<file path="config.mk">
export PLATFORM = sky130hd
export DESIGN_NAME = vrp_queue
export DESIGN_NICKNAME = d
export VERILOG_FILES = /design/src/sv/vrp_pkg.sv /design/src/sv/vrp_queue.sv
export SDC_FILE = /design/constraint.sdc
export NUM_CORES = 1
export LEC_CHECK = 0
export ABC_AREA = 1
export BUFFER_PORTS_ARGS = -buffer_cell sky130_fd_sc_hd__buf_2
export CORE_AREA = 2 2 238 240
export CTS_CLUSTER_DIAMETER = 150
export DETAILED_ROUTE_END_ITERATION = 12
export DIE_AREA = 0 0 240 242
export PLACE_DENSITY = 0.46
export SYNTH_ARGS = -nofsm -noshare
export SYNTH_HDL_FRONTEND = slang
export SYNTH_SLANG_ARGS = --single-unit
export TNS_END_PERCENT = 5
</file>
<file path="constraint.sdc">
create_clock -name i_clk -period 12.2 [get_ports i_clk]
set_input_delay 1.83 -clock i_clk [delete_from_list [all_inputs] [get_ports i_clk]]
set_output_delay 1.83 -clock i_clk [all_outputs]
set_load 0.02 [all_outputs]
</file>
<file path="src/sv/vrp_pkg.sv">
// Shared types, constants and arithmetic helpers of the vertex rotate/project block.
// No dependencies; every other file imports this package.
package vrp_pkg;

    localparam int WINDOW_WIDTH  = 1920;
    localparam int WINDOW_HEIGHT = 1080;
    localparam int MENU_WIDTH    = 256;

    localparam logic [2:0] REG_ZOOM    = 3'd0;
    localparam logic [2:0] REG_Z_SCALE = 3'd1;
    localparam logic [2:0] REG_ANGLE_X = 3'd2;
    localparam logic [2:0] REG_ANGLE_Y = 3'd3;
    localparam logic [2:0] REG_ANGLE_Z = 3'd4;
    localparam logic [2:0] REG_ISO     = 3'd5;
    localparam logic [2:0] REG_MAP     = 3'd6;
    localparam logic [2:0] REG_PAN     = 3'd7;

    localparam int CW = 28;
    localparam logic signed [47:0] COS30_Q15 = 48'sd28378;
    localparam logic signed [33:0] X_CENTRE =
        34'((WINDOW_WIDTH - MENU_WIDTH) / 2 + MENU_WIDTH);
    localparam logic [24:0] Y_WINDOW = 25'(WINDOW_HEIGHT);

    localparam logic [15:0] QSIN [0:64] = '{
        16'd0,     16'd804,   16'd1608,  16'd2411,  16'd3212,  16'd4011,  16'd4808,  16'd5602,
        16'd6393,  16'd7179,  16'd7962,  16'd8740,  16'd9512,  16'd10279, 16'd11039, 16'd11793,
        16'd12540, 16'd13279, 16'd14010, 16'd14733, 16'd15447, 16'd16151, 16'd16846, 16'd17531,
        16'd18205, 16'd18868, 16'd19520, 16'd20160, 16'd20788, 16'd21403, 16'd22006, 16'd22595,
        16'd23170, 16'd23732, 16'd24279, 16'd24812, 16'd25330, 16'd25833, 16'd26320, 16'd26791,
        16'd27246, 16'd27684, 16'd28106, 16'd28511, 16'd28899, 16'd29269, 16'd29622, 16'd29957,
        16'd30274, 16'd30572, 16'd30853, 16'd31114, 16'd31357, 16'd31581, 16'd31786, 16'd31972,
        16'd32138, 16'd32286, 16'd32413, 16'd32522, 16'd32610, 16'd32679, 16'd32729, 16'd32758,
        16'd32767
    };

    typedef logic signed [CW-1:0] t_coord;

    typedef struct packed {
        logic [11:0]        column;
        logic [11:0]        row;
        logic signed [15:0] height;
        logic [23:0]        color;
    } t_in;

    typedef struct packed {
        logic signed [15:0] screen_x;
        logic signed [15:0] screen_y;
        logic signed [15:0] depth;
        logic [23:0]        color_out;
    } t_out;

    typedef struct packed {
        logic [7:0]  zoom;
        logic [15:0] z_scale;
        logic [15:0] angle_x;
        logic [15:0] angle_y;
        logic [15:0] angle_z;
        logic        iso_mode;
        logic [31:0] map_size;
        logic [31:0] pan;
    } t_cfg;

    typedef struct packed {
        t_coord      x;
        t_coord      y;
        t_coord      z;
        logic [23:0] color;
    } t_mid;

    function automatic logic signed [15:0] phase_sin(input logic [15:0] p);
        logic [14:0]        m;
        logic [5:0]         t;
        logic signed [16:0] d;
        logic signed [25:0] df;
        logic signed [15:0] v;
        m = {1'b0, p[13:0]};
        if (p[14]) begin
            m = 15'd16384 - m;
        end
        t = m[13:8];
        d = $signed({1'b0, QSIN[7'(t) + 7'd1]}) - $signed({1'b0, QSIN[{1'b0, t}]});
        df = 26'(d) * 26'($signed({1'b0, m[7:0]}));
        if (m[14]) begin
            v = 16'sd32767;
        end else begin
            v = $signed(QSIN[{1'b0, t}]) + 16'(df >>> 8);
        end
        if (p[15]) begin
            v = -v;
        end
        return v;
    endfunction

    function automatic logic signed [47:0] mulq(input t_coord a, input logic signed [15:0] b);
        return 48'(a) * 48'(b);
    endfunction

    function automatic logic signed [32:0] div15(input logic signed [47:0] v);
        logic signed [47:0] a;
        a = v + (v[47] ? 48'sd32767 : 48'sd0);
        return 33'(a >>> 15);
    endfunction

    function automatic logic signed [15:0] sat16(input logic signed [33:0] v);
        logic signed [15:0] r;
        if (v > 34'sd32767) begin
            r = 16'sh7fff;
        end else if (v < -34'sd32768) begin
            r = 16'sh8000;
        end else begin
            r = v[15:0];
        end
        return r;
    endfunction

endpackage

</file>
<file path="src/sv/vrp_queue.sv">
// Four-word queue between the input stage and the rotation pipeline.
// Depends on vrp_pkg.
module vrp_queue (
    input  logic          i_clk,
    input  logic          i_rst_n,
    input  logic          i_push,
    input  vrp_pkg::t_mid i_data,
    output logic          o_full,
    input  logic          i_pop,
    output logic          o_empty,
    output vrp_pkg::t_mid o_data
);
    import vrp_pkg::*;

    t_mid       r_mem [0:3];
    logic [1:0] r_wr;
    logic [1:0] r_rd;
    logic [2:0] r_cnt;
    logic       do_push;
    logic       do_pop;

    assign o_full  = r_cnt == 3'd4;
    assign o_empty = r_cnt == 3'd0;
    assign o_data  = r_mem[r_rd];
    assign do_push = i_push && !o_full;
    assign do_pop  = i_pop && !o_empty;

    always_ff @(posedge i_clk) begin
        if (!i_rst_n) begin
            r_wr  <= 2'd0;
            r_rd  <= 2'd0;
            r_cnt <= 3'd0;
        end else begin
            if (do_push) begin
                r_wr <= r_wr + 2'd1;
            end
            if (do_pop) begin
                r_rd <= r_rd + 2'd1;
            end
            r_cnt <= r_cnt + 3'(do_push) - 3'(do_pop);
        end
        if (do_push) begin
            r_mem[r_wr] <= i_data;
        end
    end

endmodule

</file>
* Word level (Yosys, flattened, before mapping)
Memory sizes are Yosys's and may differ from the RTL's. A register that Yosys moved wholly into a read port is not among the register bits. Index checks and enable logic that the tools add are counted.
Storage, ports and cells: flip-flop bits (word level) 7, bits in writable memories 432, input port bits 112, output and inout bits 110, logic and storage cells 18, memories kept 1
Memories:
- r_mem | depth 4, bits a word 108, rd ports 1, clocked after Yosys merged registers in 1, wr ports 1, line vrp_queue.sv:15 | t_mid r_mem [0:3];
Cells by class: add/sub/neg operators 4, eq/ne operators 1, mux-type cells 4, reduce and logical (&&, ||, !) cells 5
Operators by type and width (number):
- $add A2 B1 Y2 const B | 2
- $mux W2 | 2
- $add A3 B1 Y3 | 1
- $eq A3 B3 Y1 const B | 1
- $logic_not A3 Y1 | 1
- $sub A3 B1 Y3 | 1
- $logic_and A1 B1 Y1 | 2
- $logic_not A1 Y1 | 2
- $mux W1 | 2

* Longest topological paths before layout
depth after elaboration 5, gate-level depth with buffers 11, gate-level depth less buffers 11

* Worst setup path after synthesis
Ideal clock, no wire load.
path kind input to register, start input port i_push, end memory r_mem[0][0] (netlist name) (enable), setup time 0.576 ns, data arrival time 6.441 ns, required time 11.624 ns, path slack 5.183 ns, stages on the path 2, path buffers 0, path through nand2_1 -> nor2_1
Between the ends: word-level cells in the longest chain between the ends 3
RTL lines:
- start, declared | line vrp_queue.sv:6 | input logic i_push,
- $logic_and A1 B1 Y1 | line vrp_queue.sv:25 | assign do_push = i_push && !o_full;
- $mux W1 | line vrp_queue.sv:42 | if (do_push) begin
- $mux W1 (not written as such) | line vrp_queue.sv:43 | r_mem[r_wr] <= i_data;
- end, declared | line vrp_queue.sv:15
Every way passes these cells.

==> summary.txt <==
drt wl/cell: 18.5 µm
Most used DFF post-synth: edfxtp_1
DRT iter0 DRCs: 638
Syn Nets: 1231
peak-usage layer in the global routing report: met2
Post-Synthesis Mean Instance Area: 14.8 µm²
Least-Margin Pin Slew: 1.17 ns
CP max-delay cell: buf_4
Post-CTS Setup Inserts: 0
minimum clock period: 5.52 ns
post-route clock skew: 0.0175 ns
Pwr per Cell Area: 217 nW/µm²
root buffer cell: clkbuf_16
Post-synth ARST share: 0
most numerous cell in the Yosys netlist: edfxtp_1
hpwl dp: 21.0 mm
Die Y: 242 µm
Startpoint Class: flip-flop
Yosys Warn Count: 0
max_cap viols: 0
top post-synthesis cells by area: edfxtp_1 (79%), o21ai_0 (5.4%), nor2_1 (5.2%)
FMAX: 181 MHz
layout cells sized above 1: 0.224
clock latency on the worst-skew pair: 0.57 ns
Crit Reg-Reg Startpoint: r_cnt[1]
largest net degree at the start of global routing: 118
Flop pwr share: 0.444
Combinational Power Share: 0.233
placement row count: 87
met3 usage: 0.0394
routed vias: 9665
dpl cell area: 18200 µm²
initial antenna violation count: 3
CP max stage delay: 0.84 ns
Area Growth Syn to Fin: 19.7%
port buffer count: 221
setup TNS: 0 ns
Pins Over Slew Limit: 0
CTS tree: done
vias per cell: 4.57
post-synth top area cell: edfxtp_1
die width: 240 µm
TritonCTS Buffers: 48
Placer Congestion: 0.690
Clock power frac: 0.323
router iterations before antenna repair: 4
setup violators final: 0
fin area: 19700 µm²
met2 global-route usage: 0.210
worst-case clock buffer depth: 3
Die ar.: 58100 µm²
worst hold path type: flip-flop to flip-flop
required time of the critical path: 10.37 ns
Reg2Reg Depth: 6
Layout Nets: 1445
r2r setup slk: 8.77 ns
GRT Resource Usage Total: 0.132
global-route wire length before repair: 58.3 mm
M1 GR Usage: 0.174
final core utilization: 0.354
Non-Filler Instances: 2116
CP Max Fanout: 83
top cell type's share of synthesized area: 0.788
LEAKAGE: 6.77 nW
EDFF count, synth: 432
status: finished, final reports clean
Final Cycle Share: 0.452
clock slew at reported path FFs: 0.06 ns
Reg-to-Reg End: r_mem[3][70]
Place WS: 7.11 ns
sequential area share after synthesis: 0.799
worst vdd ir: 0.000131 V
Switching Fraction: 0.316
cells after synthesis: 1112
grt ovf: 0
CTS H-Tree Depth: 2
Post-Syn Area: 16500 µm²
cts repair resizes: 0
# IOs: 222
Hold Buf Count CTS: 0
crit end category: output pin
vias in the first global route: 9573
Hold EP: r_rd[0]
RSZ-0062 raised after global routing: no
core area: 55700 µm²
Crit path arrival time: 3.69 ns
Detailed Route WL: 39.2 mm
cell mode on critical path: buf_4
Switch Pwr: 0.00135 W
Clock Sink Count: 441
Hold Crit Start: r_rd[0]
critical path type: flip-flop to output pin
Cell Int Power: 0.00293 W
final hold vios: 0
CP cell instances: buf_4, buf_4, o21ai_0, o22ai_1, buf_2
residual DRC count: 0
Initial Util: 0.296
Detail Route Antenna Nets: 0
Yosys cell types: 21
Commonest cells post-synth: edfxtp_1 (432), nor2_1 (228), o21ai_0 (179)
PnR worst setup slack: 6.68 ns
Slew HR: 0.220
register bit total from synthesis: 441
Hold Crit Depth: 2
DP Cell Count: 2032
## registers in the layout, summed over array words and instances (netlist names), named ones only
| register | cells |
|---|---|
| r_rd | 2 |
| r_mem | 432 |
| r_wr | 2 |
| r_cnt | 3 |
## critical path, delay by kind of cell (launching register included)
kind	cells	cell delay, ns
DFF	1	0.75
AOI/OAI and AO/OA	2	0.50
buffers and inverters	3	1.78
## stage by stage
stage / hold slack [ns] / total power (W)
after floorplan: 0.448 / 0.00261
after global placement: 0.472 / 0.00296
after detailed placement: 0.482 / 0.00296
after CTS: 0.497 / 0.00436
after global routing: 0.544 / 0.00450
final: 0.494 / 0.00428
## how the worst max path moves through the flow
stage	slack [ns]	to	from
floorplan	5.18	r_mem[0][0]	i_push
global placement	7.14	o_data[40]	flip-flop
detailed placement	7.11	o_data[40]	flip-flop
CTS	6.49	o_data[40]	flip-flop
global route	6.33	o_data[40]	flip-flop
finish	6.68	o_data[40]	flip-flop
## routing by layer
layer | share of wire | vias to the layer above | wire [µm]
met5 | 0.00064 | - | 25
li1 | - | 4619 | -
met2 | 0.46 | 205 | 18200
met1 | 0.45 | 4780 | 17800
met3 | 0.062 | 57 | 2430
met4 | 0.019 | 4 | 736
## cell families (layout without fill, tap and decap cells)
group / Yosys count / in the layout / share of synthesized area
AND/OR/NAND/NOR: 246 / 246 / 0.0564
flip-flops: 441 / 441 / 0.799
AO/OA/AOI/OAI: 329 / 329 / 0.108
adder cells (fa/ha/maj): 7 / 7 / 0.00577
buffers and inverters: 89 / 335 / 0.0311
other: 0 / 2 / 0
## placed cells by master (no fill, tap or decap), types with 7 or more instances in the layout
| cell | instances |
|---|---|
| o21ai_1 | 37 |
| edfxtp_1 | 432 |
| inv_1 | 17 |
| o21ai_0 | 179 |
| buf_4 | 13 |
| clkbuf_1 | 10 |
| clkbuf_16 | 49 |
| dfxtp_1 | 7 |
| buf_2 | 221 |
| nand2_1 | 14 |
| clkinv_1 | 10 |
| nor2_1 | 224 |
| o22ai_1 | 108 |
## layout make-up
class / count / area, µm²
fillers: 5439 / 36000
flip-flops and latches: 441 / 13200
multi-input cells: 582 / 2840
clock buffers: 59 / 1260
repair buffers: 234 / 1200
well taps: 756 / 946
clock inverters: 23 / 220
inverters: 19 / 80.1
diodes: 2 / 5.00
## power by group through the flow
stage / Combinational (W) / Clock [W] / Sequential [W]
finish: 0.000997 / 0.00138 / 0.00190
global route: 0.00110 / 0.00149 / 0.00192
CTS: 0.00103 / 0.00143 / 0.00191
detailed placement: 0.00102 / 0 / 0.00194
global placement: 0.00102 / 0 / 0.00194
floorplan: 0.000683 / 0 / 0.00193
Note: power is estimated with default switching activity, not from simulation.
