## config.mk

```make
export PLATFORM = sky130hd
export DESIGN_NAME = vrp_front
export DESIGN_NICKNAME = d
export VERILOG_FILES = /design/src/sv/vrp_pkg.sv /design/src/sv/vrp_front.sv
export SDC_FILE = /design/constraint.sdc
export NUM_CORES = 2
export LEC_CHECK = 0
export BUFFER_PORTS_ARGS = -buffer_cell sky130_fd_sc_hd__buf_2
export CORE_MARGIN = 2
export CORE_UTILIZATION = 30
export DETAILED_ROUTE_END_ITERATION = 8
export GPL_ROUTABILITY_DRIVEN = 0
export PLACE_DENSITY = 0.5
export REMOVE_ABC_BUFFERS = 1
export SKIP_LAST_GASP = 1
export SYNTH_ARGS = -nofsm -noshare
export SYNTH_HDL_FRONTEND = slang
export SYNTH_SLANG_ARGS = --single-unit
```

## constraint.sdc

```tcl
create_clock -name i_clk -period 11.8 [get_ports i_clk]
set_input_delay 1.18 -clock i_clk [delete_from_list [all_inputs] [get_ports i_clk]]
set_output_delay 1.18 -clock i_clk [all_outputs]
set_load 0.01 [all_outputs]
```

## src/sv/vrp_pkg.sv

```systemverilog
// Shared types, constants and arithmetic helpers of the vertex rotate/project block.
// No dependencies; every other file imports this package.
package vrp_pkg;

    localparam int WINDOW_WIDTH  = 1920;
    localparam int WINDOW_HEIGHT = 1080;
    localparam int MENU_WIDTH    = 256;

    localparam logic [2:0] REG_ZOOM    = 3'd0;
    localparam logic [2:0] REG_Z_SCALE = 3'd1;
    localparam logic [2:0] REG_ANGLE_X = 3'd2;
    localparam logic [2:0] REG_ANGLE_Y = 3'd3;
    localparam logic [2:0] REG_ANGLE_Z = 3'd4;
    localparam logic [2:0] REG_ISO     = 3'd5;
    localparam logic [2:0] REG_MAP     = 3'd6;
    localparam logic [2:0] REG_PAN     = 3'd7;

    localparam int CW = 28;
    localparam logic signed [47:0] COS30_Q15 = 48'sd28378;
    localparam logic signed [33:0] X_CENTRE =
        34'((WINDOW_WIDTH - MENU_WIDTH) / 2 + MENU_WIDTH);
    localparam logic [24:0] Y_WINDOW = 25'(WINDOW_HEIGHT);

    localparam logic [15:0] QSIN [0:64] = '{
        16'd0,     16'd804,   16'd1608,  16'd2411,  16'd3212,  16'd4011,  16'd4808,  16'd5602,
        16'd6393,  16'd7179,  16'd7962,  16'd8740,  16'd9512,  16'd10279, 16'd11039, 16'd11793,
        16'd12540, 16'd13279, 16'd14010, 16'd14733, 16'd15447, 16'd16151, 16'd16846, 16'd17531,
        16'd18205, 16'd18868, 16'd19520, 16'd20160, 16'd20788, 16'd21403, 16'd22006, 16'd22595,
        16'd23170, 16'd23732, 16'd24279, 16'd24812, 16'd25330, 16'd25833, 16'd26320, 16'd26791,
        16'd27246, 16'd27684, 16'd28106, 16'd28511, 16'd28899, 16'd29269, 16'd29622, 16'd29957,
        16'd30274, 16'd30572, 16'd30853, 16'd31114, 16'd31357, 16'd31581, 16'd31786, 16'd31972,
        16'd32138, 16'd32286, 16'd32413, 16'd32522, 16'd32610, 16'd32679, 16'd32729, 16'd32758,
        16'd32767
    };

    typedef logic signed [CW-1:0] t_coord;

    typedef struct packed {
        logic [11:0]        column;
        logic [11:0]        row;
        logic signed [15:0] height;
        logic [23:0]        color;
    } t_in;

    typedef struct packed {
        logic signed [15:0] screen_x;
        logic signed [15:0] screen_y;
        logic signed [15:0] depth;
        logic [23:0]        color_out;
    } t_out;

    typedef struct packed {
        logic [7:0]  zoom;
        logic [15:0] z_scale;
        logic [15:0] angle_x;
        logic [15:0] angle_y;
        logic [15:0] angle_z;
        logic        iso_mode;
        logic [31:0] map_size;
        logic [31:0] pan;
    } t_cfg;

    typedef struct packed {
        t_coord      x;
        t_coord      y;
        t_coord      z;
        logic [23:0] color;
    } t_mid;

    function automatic logic signed [15:0] phase_sin(input logic [15:0] p);
        logic [14:0]        m;
        logic [5:0]         t;
        logic signed [16:0] d;
        logic signed [25:0] df;
        logic signed [15:0] v;
        m = {1'b0, p[13:0]};
        if (p[14]) begin
            m = 15'd16384 - m;
        end
        t = m[13:8];
        d = $signed({1'b0, QSIN[7'(t) + 7'd1]}) - $signed({1'b0, QSIN[{1'b0, t}]});
        df = 26'(d) * 26'($signed({1'b0, m[7:0]}));
        if (m[14]) begin
            v = 16'sd32767;
        end else begin
            v = $signed(QSIN[{1'b0, t}]) + 16'(df >>> 8);
        end
        if (p[15]) begin
            v = -v;
        end
        return v;
    endfunction

    function automatic logic signed [47:0] mulq(input t_coord a, input logic signed [15:0] b);
        return 48'(a) * 48'(b);
    endfunction

    function automatic logic signed [32:0] div15(input logic signed [47:0] v);
        logic signed [47:0] a;
        a = v + (v[47] ? 48'sd32767 : 48'sd0);
        return 33'(a >>> 15);
    endfunction

    function automatic logic signed [15:0] sat16(input logic signed [33:0] v);
        logic signed [15:0] r;
        if (v > 34'sd32767) begin
            r = 16'sh7fff;
        end else if (v < -34'sd32768) begin
            r = 16'sh8000;
        end else begin
            r = v[15:0];
        end
        return r;
    endfunction

endpackage

```

## src/sv/vrp_front.sv

```systemverilog
// Input stage: accepts vertices, applies zoom, height scale and map centring.
// Depends on vrp_pkg.
module vrp_front (
    input  logic          i_clk,
    input  logic          i_rst_n,
    input  vrp_pkg::t_cfg i_cfg,
    input  logic          i_push,
    output logic          o_full,
    input  vrp_pkg::t_in  i_item,
    output logic          o_q_push,
    input  logic          i_q_full,
    output vrp_pkg::t_mid o_q_data
);
    import vrp_pkg::*;

    logic        r_fv;
    logic        n_fv;
    t_mid        r_word;
    t_mid        n_word;
    logic        accept;
    logic [19:0] x_mul;
    logic [19:0] y_mul;
    logic [23:0] w_mul;
    logic [23:0] h_mul;
    logic signed [32:0] z_mul;
    logic signed [32:0] z_adj;

    assign o_full   = r_fv && i_q_full;
    assign accept   = i_push && !o_full;
    assign o_q_push = r_fv && !i_q_full;
    assign o_q_data = r_word;

    always_comb begin
        x_mul = 20'(i_item.column) * 20'(i_cfg.zoom);
        y_mul = 20'(i_item.row) * 20'(i_cfg.zoom);
        w_mul = 24'(i_cfg.map_size[15:0]) * 24'(i_cfg.zoom);
        h_mul = 24'(i_cfg.map_size[31:16]) * 24'(i_cfg.zoom);
        z_mul = 33'(i_item.height) * 33'($signed({1'b0, i_cfg.z_scale}));
        z_adj = z_mul + (z_mul[32] ? 33'sd255 : 33'sd0);
        n_word.x     = $signed({8'b0, x_mul}) - $signed({5'b0, w_mul[23:1]});
        n_word.y     = $signed({8'b0, y_mul}) - $signed({5'b0, h_mul[23:1]});
        n_word.z     = CW'(z_adj >>> 8);
        n_word.color = i_item.color;
        if (accept) begin
            n_fv = 1'b1;
        end else if (o_q_push) begin
            n_fv = 1'b0;
        end else begin
            n_fv = r_fv;
        end
    end

    always_ff @(posedge i_clk) begin
        if (!i_rst_n) begin
            r_fv <= 1'b0;
        end else begin
            r_fv <= n_fv;
        end
        if (accept) begin
            r_word <= n_word;
        end
    end

endmodule

```

# --- Word level (Yosys, flattened, before mapping) ---
# Cells that the tools add are included.
word_totals:
  output_inout_bits: 110
  reg_bits: 106
classes:
  addsub: 3
  n_mux: 3
  n_mul: 5
  reduce_logical: 6
op_table:
  columns: ["cell", "n"]
  rows:
  - ["16-bit by 8-bit multiplier with 24-bit output", 2]
  - ["20-bit by 23-bit subtractor with 24-bit output", 2]
  - ["12-bit by 8-bit multiplier with 20-bit output", 2]
  - ["33-bit by 9-bit adder with 33-bit output", 1]
  - ["16-bit by 17-bit multiplier with 33-bit output", 1]
  - ["8-bit two-way mux", 1]
  - ["1-bit logical AND", 3]
  - ["1-bit zero test", 2]
  - ["1-bit two-way mux", 2]
  - ["2-bit nonzero test", 1]

# --- Depth between registers and ports, before layout ---
depth:
  ltp_word: 4
  mapped_depth: 38

# --- Worst setup path after synthesis ---
# Ideal clock, no wire load.
synth_path:
  path_type: "input -> register"
  from: "in i_cfg[131] (netlist bit)"
  to: "reg r_word (netlist bit o_q_data[102]), data pin"
  setup_time_ns: 0.268
  arrival_time_ns: 8.624
  setup_slack_ns: 2.907
  n_path_buf: 2
  required_time_ns: 11.532
  stages: 32
  cell_sequence: "clkbuf_1 > clkbuf_1 > nand2_1 > fa_1 > inv_1 > fa_1 > fa_1 > inv_1 > fa_1 > inv_1 > ha_1 > or2_2 > a21oi_1 > a21oi_1 > a31oi_1 > nor2b_1 > o21ai_0 > o21ai_0 > fa_1 > inv_1 > fa_1 > fa_1 > fa_1 > inv_1 > ha_1 > a21o_1 > a21oi_1 > o31ai_1 > o41a_1 > a41oi_1 > a211oi_1 > xor2_1"
synth_lines:
  columns: ["element", "line", "text"]
  rows:
  - ["start: declaration", "vrp_front.sv:6", "input vrp_pkg::t_cfg i_cfg,"]
  - ["end signal: assignment", "vrp_front.sv:60", "r_word <= n_word;"]
  - ["end: declaration", "vrp_front.sv:18", "t_mid r_word;"]

==> flow_metrics.env <==
export IMPL_r2r_setup_slack_ns=10.18
export IMPL_routedWlPerCell_um=15.00
export IMPL_first_iter_violations=735
export IMPL_cts_tree="yes"
export IMPL_path_max_fanout=20
export IMPL_yosys_warnings=0
export IMPL_min_delay_start="r_fv"
export IMPL_synth_seq_cells=98
export IMPL_final_nets=4234
export IMPL_area_growth_pct=9.652
export IMPL_syn_cell_area_mm2=0.02796
export IMPL_grt_pass1_wl_mm=110.2
export IMPL_critPathLaunchType="primary input"
export IMPL_viasPerCell=4.535
export IMPL_finalHoldViolCount=0
export IMPL_globalRouteTotalUtil_pct=14.40
export IMPL_slew_limit_headroom_pct=45.63
export IMPL_dp_cells=4420
export IMPL_numClockSinks=98
export IMPL_layout_drive_gt1_share_pct=8.894
export IMPL_cap_violations=0
export IMPL_cp_data_required_time_ns=11.92
export IMPL_dieArea_mm2=0.09566
export IMPL_core_area_mm2=0.09208
export IMPL_path_class="primary input to flop"
export IMPL_dp_slack_ns=1.759
export IMPL_grt_pass1_vias=21030
export IMPL_path_clk_slew_ns=0.11
export IMPL_min_period_ns=9.619
export IMPL_wirelength_mm=66.56
export IMPL_holdBufCountCts=0
export IMPL_die_height_um=309.3
export IMPL_ctsResizeCount=0
export IMPL_clk_latency_ns=0.41
export IMPL_cts_buffers=9
export IMPL_synth_most_common_cell="inv_1"
export IMPL_final_setup_tns_ns=0
export IMPL_slew_violations=0
export IMPL_overflow=0
export IMPL_root_buffer="clkbuf_16"
export IMPL_final_cells=4437
export IMPL_synth_ff_type="edfxtp_1"
export IMPL_hold_class="flop to flop"
export IMPL_avgSynthCellArea_um2=9.219
export IMPL_period_share_pct=81.52
export IMPL_yosysUniqueCellTypes=74
export IMPL_setup_slack_ns=2.181
export IMPL_timing_fmax_mhz=104.0
export IMPL_rsz0062_at_grt="false"
export IMPL_status="completed"
export IMPL_rows=111
export IMPL_numPortBuffers=233
export IMPL_crit_arrival_ns=9.74
export IMPL_dp_final_hpwl_mm=54.97
export IMPL_setup_viol=0
export IMPL_end_kind="flop"
export IMPL_synthTopCellsByArea="fa_1 37%, ha_1 15%, edfxtp_1 10%"
export IMPL_fin_skew_ns=0.03306
export IMPL_synth_edf_count=97
export IMPL_start_util_pct=30.37
export IMPL_htreeDepth=3
export IMPL_ant_nets=0
export IMPL_slowest_stage="ha_1"
export IMPL_dr_pass1_iters=5
export IMPL_r2r_end="o_q_data[72]"
export IMPL_grt_max_degree=52
export IMPL_drcViolationCount=0
export IMPL_hold_path_depth=2
export IMPL_dieWidth_um=309.3
export IMPL_postCtsSetupRepairBufs=0
export IMPL_async_flop_share_pct=0
export IMPL_rr_worst_depth=3
export IMPL_critPathMaxStageDelay_ns=0.63
export IMPL_seq_area_frac_synth_pct=10.49
export IMPL_min_to="r_fv"
export IMPL_yosysTopAreaCellShare_pct=36.94
export IMPL_ios=315
export IMPL_yosys_area_top_type="fa_1"
export IMPL_r2r_start="r_fv"
export IMPL_vias=20120
export IMPL_grt_antenna_before_repair=8
export IMPL_tightest_slew_ns=0.8147
export IMPL_clock_tree_buffer_depth=2
export IMPL_synth_common_cells="642 x inv_1, 516 x fa_1, 375 x nand2_1"
export IMPL_synthCells=3033
==> how the worst max path moves through the flow <==
| stage | from | to | slack [ns] |
|---|---|---|---|
| global route | i_cfg[131] | o_q_data[101] | 1.77 |
| CTS | i_cfg[126] | o_q_data[33] | 2.22 |
| detailed placement | i_cfg[126] | o_q_data[33] | 1.76 |
| floorplan | i_cfg[120] | o_q_data[33] | 3.24 |
| finish | i_cfg[126] | o_q_data[33] | 2.18 |
| global placement | i_cfg[126] | o_q_data[33] | 1.86 |
==> layout by cell type, fill, tap and decap left out, types with 5 or more instances in the layout <==
cell	synthesis	layout
edfxtp_1	97	97
nor2_1	73	73
a31oi_1	8	8
ha_1	325	325
o21ai_0	44	44
and3_1	8	8
xor2_1	33	33
nand3_1	20	20
or3_1	14	14
clkbuf_16	0	9
nand2_1	375	375
o21bai_1	14	14
nor2b_1	18	17
buf_4	11	11
buf_2	4	233
fa_1	516	516
o21a_1	16	16
o211ai_1	8	8
a21o_1	33	33
nor3_1	28	28
inv_1	642	642
a21oi_1	81	81
nand2b_1	31	31
nand4_1	5	5
or2_2	5	5
and2_1	362	362
xnor2_1	86	86
a211oi_1	9	9
==> through the flow <==
stage | cell area, um2 | util, % | hold WS (ns)
after floorplan | 27540 | - | 0.6306
after global placement | 30350 | 32.96 | 0.6584
after detailed placement | 30350 | 32.96 | 0.6518
after CTS | 30660 | 33.29 | 0.6879
after global routing | 30660 | 33.30 | 0.7449
final | 30660 | 33.30 | 0.6774
==> final cells by class <==
cell class,count,area [um2]
flip-flops and latches,98,2933
diodes,1,2.502
clock buffers,9,225.2
clock inverters,7,81.33
repair buffers,244,1249
multi-input cells,2193,22200
inverters,642,2410
fillers,9724,61420
well taps,1243,1555
==> logic make-up (layout without fill, tap and decap cells) <==
family	count (synthesis)	in the layout	synth area share [%]
adder cells (fa/ha/maj)	841	841	51.49
multiplexers	2	2	0.1163
other	0	1	0
AO/OA/AOI/OAI	262	262	6.180
XOR/XNOR	119	119	3.728
AND/OR/NAND/NOR	969	969	17.87
flip-flops	98	98	10.49
buffers and inverters	742	902	10.13
==> critical path: cells and delay by family <==
family	cells	cell delay [ns]
fa+ha+maj	8	3.85
compound gates	7	0.91
simple gates	10	2.94
buf+inv	7	0.83
==> sequential cells by signal, indices dropped and copies added (netlist names) <==
| name | cells |
|---|---|
| r_fv | 1 |
| o_q_data | 97 |
==> routing by layer <==
metal  GRT usage [%]  vias up  routed length [um]
met4           2.416        4                 847
met2           25.19      305               32780
li1                -     9624                   -
met1           18.99    10140               29990
met3           2.261       52                2915
met5               0        -                  24
Power is left out: the tool's default activity adds up to more than one toggle a clock period on the data nets, which glitch-free logic cannot reach.
